<file path="src/hw/rtl/mbrtu_pkg.sv">
// ----------------------------------------------------------------------------
// mbrtu_pkg
// Shared constants, types and the byte-wide CRC-16 update for the
// write-single-register slave.
// ----------------------------------------------------------------------------
package mbrtu_pkg;

	localparam int unsigned FRAME_LEN = 8;
	localparam int unsigned BODY_LEN  = 6;
	localparam int unsigned POS_W     = $clog2(FRAME_LEN);
	localparam int unsigned RAM_AW    = POS_W + 1;

	localparam logic [15:0] CRC_INIT          = 16'hFFFF;
	localparam logic [15:0] CRC_POLY          = 16'hA001;
	localparam logic [7:0]  FUNC_WRITE_SINGLE = 8'h06;

	localparam logic [7:0]  RST_SLAVE_ADDRESS   = 8'd1;
	localparam logic [15:0] RST_TARGET_REGISTER = 16'd1;
	localparam logic [15:0] RST_MAX_VALUE       = 16'd255;

	// byte positions within a frame
	localparam logic [POS_W-1:0] POS_ADDR   = POS_W'(0);
	localparam logic [POS_W-1:0] POS_FUNC   = POS_W'(1);
	localparam logic [POS_W-1:0] POS_REG_HI = POS_W'(2);
	localparam logic [POS_W-1:0] POS_REG_LO = POS_W'(3);
	localparam logic [POS_W-1:0] POS_VAL_HI = POS_W'(4);
	localparam logic [POS_W-1:0] POS_VAL_LO = POS_W'(5);
	localparam logic [POS_W-1:0] POS_CRC_LO = POS_W'(6);
	localparam logic [POS_W-1:0] POS_CRC_HI = POS_W'(7);

	typedef enum logic [1:0] {
		CFG_SLAVE_ADDRESS   = 2'd0,
		CFG_TARGET_REGISTER = 2'd1,
		CFG_MAX_VALUE       = 2'd2
	} cfg_idx_t;

	typedef struct packed {
		logic              we;
		logic [RAM_AW-1:0] addr;
		logic [7:0]        data;
	} ram_wr_t;

	typedef struct packed {
		logic        go;
		logic        bank;
		logic [15:0] crc;
		logic [15:0] value;
	} resp_launch_t;

	function automatic logic [15:0] crc_fold(input logic [15:0] crc, input logic [7:0] b);
		logic [15:0] c;
		c = crc ^ {8'h00, b};
		for (int k = 0; k < 8; k++) begin
			c = c[0] ? ((c >> 1) ^ CRC_POLY) : (c >> 1);
		end
		return c;
	endfunction

endpackage

</file>
<file path="src/hw/rtl/mbrtu_rx.sv">
// ----------------------------------------------------------------------------
// mbrtu_rx
// Request side: counts bytes into frames, folds the CRC, writes the frame
// body into the response buffer and checks the frame on its last byte.
// ----------------------------------------------------------------------------
module mbrtu_rx (
	input  logic                  clk,
	input  logic                  arst_n,
	input  logic                  rx_valid,
	output logic                  rx_ready,
	input  logic [7:0]            rx_byte,
	input  logic [7:0]            slave_address,
	input  logic [15:0]           target_register,
	input  logic [15:0]           max_value,
	input  logic                  resp_busy,
	output mbrtu_pkg::ram_wr_t      wr,
	output mbrtu_pkg::resp_launch_t launch
);
	import mbrtu_pkg::*;

	logic [POS_W-1:0] pos_q;
	logic [15:0]      crc_q;
	logic             bank_q;
	logic [7:0]       crc_lo_q;
	logic [7:0]       addr_q;
	logic             func_ok_q;
	logic [15:0]      reg_q;
	logic [15:0]      val_q;
	logic             accept;
	logic             in_body;
	logic             last_byte;
	logic             frame_ok;

	// last byte waits while the previous response is still being read out
	assign last_byte = (pos_q == POS_CRC_HI);
	assign rx_ready  = !(last_byte && resp_busy);
	assign accept    = rx_valid && rx_ready;
	assign in_body   = (pos_q < POS_W'(BODY_LEN));

	assign frame_ok = ({rx_byte, crc_lo_q} == crc_q) &&
	                  (addr_q == slave_address) &&
	                  func_ok_q &&
	                  (reg_q == target_register) &&
	                  (val_q <= max_value);

	assign wr.we   = accept && in_body;
	assign wr.addr = {bank_q, pos_q};
	assign wr.data = rx_byte;

	assign launch.go    = accept && last_byte && frame_ok;
	assign launch.bank  = bank_q;
	assign launch.crc   = crc_q;
	assign launch.value = val_q;

	always_ff @(posedge clk or negedge arst_n) begin
		if (!arst_n) begin
			pos_q  <= '0;
			crc_q  <= CRC_INIT;
			bank_q <= 1'b0;
		end else if (accept) begin
			if (last_byte) begin
				pos_q <= '0;
				crc_q <= CRC_INIT;
				if (frame_ok) begin
					bank_q <= !bank_q;
				end
			end else begin
				pos_q <= pos_q + POS_W'(1);
				if (in_body) begin
					crc_q <= crc_fold(crc_q, rx_byte);
				end
			end
		end
	end

	always_ff @(posedge clk) begin
		if (accept) begin
			unique case (pos_q)
				POS_ADDR:   addr_q      <= rx_byte;
				POS_FUNC:   func_ok_q   <= (rx_byte == FUNC_WRITE_SINGLE);
				POS_REG_HI: reg_q[15:8] <= rx_byte;
				POS_REG_LO: reg_q[7:0]  <= rx_byte;
				POS_VAL_HI: val_q[15:8] <= rx_byte;
				POS_VAL_LO: val_q[7:0]  <= rx_byte;
				POS_CRC_LO: crc_lo_q    <= rx_byte;
				default: ;
			endcase
		end
	end

	a_launch_interlock: assert property (@(posedge clk) disable iff (!arst_n)
		launch.go |-> !resp_busy)
		else $error("response launched while buffer busy");

	a_bank_flip: assert property (@(posedge clk) disable iff (!arst_n)
		launch.go |=> bank_q != $past(bank_q))
		else $error("write bank not switched after accepted frame");

	a_frame_restart: assert property (@(posedge clk) disable iff (!arst_n)
		(accept && last_byte) |=> (pos_q == POS_ADDR) && (crc_q == CRC_INIT))
		else $error("frame state not restarted");

endmodule

</file>
<file path="src/hw/rtl/mbrtu_resp.sv">
// ----------------------------------------------------------------------------
// mbrtu_resp
// Two-bank frame buffer and response read-out: replays the stored body,
// then the CRC low and high bytes, through a registered output word.
// ----------------------------------------------------------------------------
module mbrtu_resp (
	input  logic                    clk,
	input  logic                    arst_n,
	input  mbrtu_pkg::ram_wr_t      wr,
	input  mbrtu_pkg::resp_launch_t launch,
	output logic                    busy,
	output logic                    tx_valid,
	input  logic                    tx_ready,
	output logic [7:0]              tx_byte,
	output logic                    last_of_response,
	output logic [15:0]             duty_value
);
	import mbrtu_pkg::*;

	logic [7:0]       mem [2**RAM_AW];
	logic             play_q;
	logic [POS_W-1:0] cnt_q;
	logic             bank_q;
	logic [15:0]      crc_q;
	logic [15:0]      val_q;
	logic             valid_s1;
	logic [POS_W-1:0] pos_s1;
	logic [7:0]       rdata_s1;
	logic             tx_valid_q;
	logic [7:0]       tx_byte_q;
	logic             last_q;
	logic [15:0]      duty_q;
	logic             adv_out;
	logic             load_out;
	logic             issue;
	logic [7:0]       out_byte;

	assign adv_out  = !tx_valid_q || tx_ready;
	assign load_out = valid_s1 && adv_out;
	assign issue    = play_q && (!valid_s1 || load_out);
	assign busy     = play_q || valid_s1;

	always_comb begin
		unique case (pos_s1)
			POS_CRC_LO: out_byte = crc_q[7:0];
			POS_CRC_HI: out_byte = crc_q[15:8];
			default:    out_byte = rdata_s1;
		endcase
	end

	always_ff @(posedge clk) begin
		if (wr.we) begin
			mem[wr.addr] <= wr.data;
		end
		if (issue) begin
			rdata_s1 <= mem[{bank_q, cnt_q}];
		end
	end

	always_ff @(posedge clk or negedge arst_n) begin
		if (!arst_n) begin
			play_q     <= 1'b0;
			cnt_q      <= '0;
			valid_s1   <= 1'b0;
			tx_valid_q <= 1'b0;
		end else begin
			if (launch.go) begin
				play_q <= 1'b1;
				cnt_q  <= '0;
			end else if (issue) begin
				cnt_q <= cnt_q + POS_W'(1);
				if (cnt_q == POS_CRC_HI) begin
					play_q <= 1'b0;
				end
			end
			if (issue) begin
				valid_s1 <= 1'b1;
			end else if (load_out) begin
				valid_s1 <= 1'b0;
			end
			if (load_out) begin
				tx_valid_q <= 1'b1;
			end else if (tx_ready) begin
				tx_valid_q <= 1'b0;
			end
		end
	end

	always_ff @(posedge clk) begin
		if (launch.go) begin
			bank_q <= launch.bank;
			crc_q  <= launch.crc;
			val_q  <= launch.value;
		end
		if (issue) begin
			pos_s1 <= cnt_q;
		end
		if (load_out) begin
			tx_byte_q <= out_byte;
			last_q    <= (pos_s1 == POS_CRC_HI);
			duty_q    <= val_q;
		end
	end

	assign tx_valid         = tx_valid_q;
	assign tx_byte          = tx_byte_q;
	assign last_of_response = last_q;
	assign duty_value       = duty_q;

	a_bank_apart: assert property (@(posedge clk) disable iff (!arst_n)
		(wr.we && busy) |-> (wr.addr[RAM_AW-1] != bank_q))
		else $error("write into bank being read out");

	// crc positions read entries that are never written, so compare by identity
	a_s1_hold: assert property (@(posedge clk) disable iff (!arst_n)
		(valid_s1 && !load_out) |=> valid_s1 && $stable(pos_s1) &&
		(rdata_s1 === $past(rdata_s1)))
		else $error("stalled read word lost");

	a_play_end: assert property (@(posedge clk) disable iff (!arst_n)
		(issue && cnt_q == POS_CRC_HI) |=> !play_q)
		else $error("read-out ran past last byte");

endmodule

</file>
<file path="src/hw/rtl/modbus_rtu_write_register_slave.sv">
// ----------------------------------------------------------------------------
// modbus_rtu_write_register_slave
// Modbus RTU write-single-register slave: checks fixed 8-byte requests and
// returns the 8-byte echo with the new duty value.
// ----------------------------------------------------------------------------
// Received bytes are framed purely by count from reset, eight to a frame. A
// frame is answered when its CRC-16 is good, the address is slave_address,
// the function is write single register, the register is target_register
// and the value is at most max_value; otherwise it is dropped without a
// word. Bytes are taken one per cycle; only the last byte of a frame waits,
// for as long as the previous response is still being read from the frame
// buffer, which holds two frames in two banks of one memory. A response
// leaves as eight words, one per cycle when tx_ready stays high; its first
// word follows the last request byte through the play flag, memory read and
// output register. Configuration writes are taken in every cycle.
module modbus_rtu_write_register_slave (
	input  logic        clk,
	input  logic        arst_n,
	input  logic        cfg_valid,
	output logic        cfg_ready,
	input  logic [1:0]  cfg_index,
	input  logic [15:0] cfg_data,
	input  logic        rx_valid,
	output logic        rx_ready,
	input  logic [7:0]  rx_byte,
	output logic        tx_valid,
	input  logic        tx_ready,
	output logic [7:0]  tx_byte,
	output logic        last_of_response,
	output logic [15:0] duty_value
);
	import mbrtu_pkg::*;

	logic [7:0]   slave_address_q;
	logic [15:0]  target_register_q;
	logic [15:0]  max_value_q;
	ram_wr_t      wr;
	resp_launch_t launch;
	logic         resp_busy;

	assign cfg_ready = 1'b1;

	always_ff @(posedge clk or negedge arst_n) begin
		if (!arst_n) begin
			slave_address_q   <= RST_SLAVE_ADDRESS;
			target_register_q <= RST_TARGET_REGISTER;
			max_value_q       <= RST_MAX_VALUE;
		end else if (cfg_valid && cfg_ready) begin
			unique case (cfg_idx_t'(cfg_index))
				CFG_SLAVE_ADDRESS:   slave_address_q   <= cfg_data[7:0];
				CFG_TARGET_REGISTER: target_register_q <= cfg_data;
				CFG_MAX_VALUE:       max_value_q       <= cfg_data;
				default: ;
			endcase
		end
	end

	mbrtu_rx u_rx (
		.clk             (clk),
		.arst_n          (arst_n),
		.rx_valid        (rx_valid),
		.rx_ready        (rx_ready),
		.rx_byte         (rx_byte),
		.slave_address   (slave_address_q),
		.target_register (target_register_q),
		.max_value       (max_value_q),
		.resp_busy       (resp_busy),
		.wr              (wr),
		.launch          (launch)
	);

	mbrtu_resp u_resp (
		.clk              (clk),
		.arst_n           (arst_n),
		.wr               (wr),
		.launch           (launch),
		.busy             (resp_busy),
		.tx_valid         (tx_valid),
		.tx_ready         (tx_ready),
		.tx_byte          (tx_byte),
		.last_of_response (last_of_response),
		.duty_value       (duty_value)
	);

endmodule

</file>
<file path="config.mk">
export PLATFORM = sky130hd
export DESIGN_NAME = modbus_rtu_write_register_slave
export DESIGN_NICKNAME = d
export VERILOG_FILES = /design/src/hw/rtl/mbrtu_pkg.sv /design/src/hw/rtl/mbrtu_rx.sv /design/src/hw/rtl/mbrtu_resp.sv /design/src/hw/rtl/modbus_rtu_write_register_slave.sv
export SDC_FILE = /design/constraint.sdc
export NUM_CORES = 1
export LEC_CHECK = 0
export ABC_CLOCK_PERIOD_IN_PS = 6100
export BUFFER_PORTS_ARGS = -buffer_cell sky130_fd_sc_hd__buf_2
export CAP_MARGIN = 20
export CORE_UTILIZATION = 44
export DETAILED_ROUTE_END_ITERATION = 8
export PLACE_DENSITY = 0.65
export SLEW_MARGIN = 20
export SYNTH_ARGS = -nofsm -noshare
export SYNTH_HDL_FRONTEND = slang
export SYNTH_HIERARCHICAL = 1
export SYNTH_SLANG_ARGS = --single-unit
</file>
<file path="constraint.sdc">
create_clock -name clk -period 6.1 [get_ports clk]
set_clock_uncertainty 0.15 [all_clocks]
set_input_delay 0.305 -clock clk [delete_from_list [all_inputs] [get_ports clk]]
set_output_delay 0.305 -clock clk [all_outputs]
set_load 0.01 [all_outputs]
</file>
==> out/results.txt <==
Initial Utilization: 0.452
Worst EP arrival: 3550 ps
Pwr Density: 438 mW/mm2
post-synthesis compound-gate area fraction: 0.0353
syn_area_per_cell: 17.3 um2
RSZ-0062 raised after global routing: false
clk buf depth: 3
CORE AREA: 0.0281 mm2
CTS buffer count: 34
Port Buffer Count: 57
first-pass GRT wire length: 39200 um
Worst Reg-to-Reg Cells: 9
hpwl dp: 16700 um
Post-Synthesis Cells: 732
Tot GR Track Use: 0.182
Util after Layout: 0.519
IO Count: 59
Cell variety after synth: 52
relative slew slack: 0.397
DR vias: 6606
Slew Viols, Final: 0
root buf cell: clkbuf_16
share of layout cells above drive strength 1: 0.250
Fmax: 283 MHz
CP peak stage delay: 570 ps
RR Startpoint: u_rx/pos_q[1]
Adder-Cell Fraction of Synth Area: 0.0237
die span in y: 172 um
Die X: 172 um
CTS tree: done
final number of setup-violating endpoints: 0
largest net degree at the start of global routing: 67
max-cap violation count: 0
Placer Congestion: 0.851
Layout area overhead: 14.9%
Sink Count: 312
worst slew pin tran: 901 ps
antenna violations before repair: 0
Worst Hold Slack: 157 ps
hold depth: 3
mux share of post-synthesis cell area: 0.102
vias in the first global route: 6497
Netlist Area Pre-Place: 0.0127 mm2
Reg clk slew, reported paths: 60 ps
CTS HTree Levels: 2
Worst Path Required: 6110 ps
Initial DRC Count: 521
critical path's top delay family: simple AND/OR/NAND/NOR gates
Vias/cell: 5.39
total number of yosys warnings: 6
Synth Area in XOR/XNOR: 0.0434
final hold vios: 0
worst-skew pair later-pin latency: 520 ps
critical path launch point: u_rx/pos_q[1]
Post-synth EDFFs: 246
status: completed
total gr overflow: 0
CP Launch Type: register
antenna cells: 0
Tcrit/Tclk final: 0.580
syn nets: 787
Die ar.: 0.0295 mm2
crit path cell chain: ha_1 > ha_1 > inv_1 > nor3b_1 > nand3_1 > nor3_1 > nand3_1 > nor3_2 > buf_4
Setup Buffers After CTS: 0
Routed WL: 26100 um
post-synthesis register bit count: 312
Overall Power: 6.39 mW
sequential area share after synthesis: 0.715
num rows: 61
type of the worst setup path: register to register
Bufs and invs on worst path: 2
VDD IR-drop max: 0.000186 V
slowest CP cell: nor3_2
TNS Setup: 0 ps
Wirelength per Cell: 21.3 um
type of destination of the critical path: register
simple-gate share of the synthesized area: 0.0567
asr flop ratio synth: 0.212
Leak Pwr: 5.21 nW
hold path start: cfg_index[0]
Post-route DRC: 0
minimum clock period: 3540 ps
Post-synth top flop: edfxtp_1
Worst Hold Class: input pin to register
Final ANT Viol Nets: 0
crit path max fanout: 28
drt pass-1 iters: 5
stages on the worst setup path: 9
largest family of logic cells by synthesized area: multiplexers
Layout Nets: 877
==> worst min-delay path, cell delays in order <==
cell and delay (ps):
buf_2 140, nor3b_4 100, mux2_2 230
==> placed cells by master (no fill, tap or decap), drive strengths merged, types with 16 or more instances in the layout <==
cell	count
dfstp	26
mux4	32
buf	65
clkbuf	49
a21oi	16
dlygate4sd3	19
nor2	31
edfxtp	246
xor2	30
inv	26
nand2	24
xnor2	32
dfrtp	40
a22oi	16
ha	24
mux2	40
==> what timing repair did <==
action | CTS | global route
endpoints found under the setup margin | 0 | 0
endpoints found under the hold margin | 84 | 0
resized for setup | 0 | 0
hold buffers | 19 | 0
==> cells by family after synthesis <==
| group | after synthesis |
|---|---|
| simple gates | 132 |
| buf+inv | 54 |
| fa+ha+maj | 24 |
| flops | 312 |
| compound gates | 67 |
| xor+xnor | 62 |
| mux | 80 |
| other cells | 1 |
==> area by class of cell <==
cell class | count | area [um2]
timing repair buffer | 84 | 536
clock buffer | 49 | 937
tap | 378 | 473
clock inverter | 13 | 139
sequential | 312 | 9070
fill | 2281 | 13500
inverter | 24 | 90.1
multi-input combinational | 366 | 3320
==> registers in the layout (all words and copies together), names as in the netlist, 3 cells and up <==
| name | count |
|---|---|
| u_resp/cnt_q | 3 |
| u_resp/crc_q | 16 |
| u_rx/crc_lo_q | 8 |
| u_rx/crc_q | 16 |
| u_resp/mem | 128 |
| u_resp/rdata_s1 | 8 |
| u_resp/duty_value | 16 |
| slave_address_q | 8 |
| u_rx/reg_q | 16 |
| max_value_q | 16 |
| u_rx/val_q | 16 |
| u_resp/tx_byte | 8 |
| target_register_q | 16 |
| u_rx/addr_q | 8 |
| u_resp/val_q | 16 |
| u_rx/pos_q | 3 |
| u_resp/pos_s1 | 3 |
==> power by group <==
| group | internal (mW) | switching, mW | total [mW] |
|---|---|---|---|
| sequential | 2.71 | 0.271 | 2.98 |
| clock | 1.16 | 0.791 | 1.95 |
| combinational | 0.649 | 0.804 | 1.45 |
==> final timing paths <==
check	end	slack (ps)
setup / recovery	u_resp/val_q[6]	2560
hold / removal	slave_address_q[4]	160
setup reg to reg	u_resp/val_q[6]	2560
hold reg to reg	u_resp/duty_value[1]	270
max in group asynchronous	u_resp/cnt_q[1]	4770
min in group asynchronous	u_resp/tx_valid	400
==> synthesized netlist by cell type (16+ instances only) <==
master    instances  area share
inv_1            24      0.0071
xnor2_1          32       0.022
dfrtp_1          40       0.079
a21oi_1          16      0.0063
ha_1             24       0.024
mux4_2           21       0.037
edfxtp_1        246        0.58
mux2_2           40       0.036
a22oi_1          16      0.0095
dfstp_2          26       0.054
nor2_1           31      0.0092
xor2_1           29       0.020
nand2_1          24      0.0071
==> per-stage QoR <==
stage          setup slack (ps)  instances  area [um2]
4_1_cts                    2440       1226       14600
5_1_grt                    2270       1226       14600
3_3_place_gp               2670       1145       13300
2_1_floorplan              1460        732       12700
3_5_place_dp               2530       1145       13300
6_report                   2560       1226       14600
==> per-layer routing <==
| metal | global-route usage | wire length, um |
|---|---|---|
| met1 | 0.254 | 11500 |
| met2 | 0.291 | 12500 |
| met3 | 0.0361 | 1590 |
| met4 | 0.0539 | 525 |
| met5 | 0 | 0 |
Power figures use the tool's default switching activity.
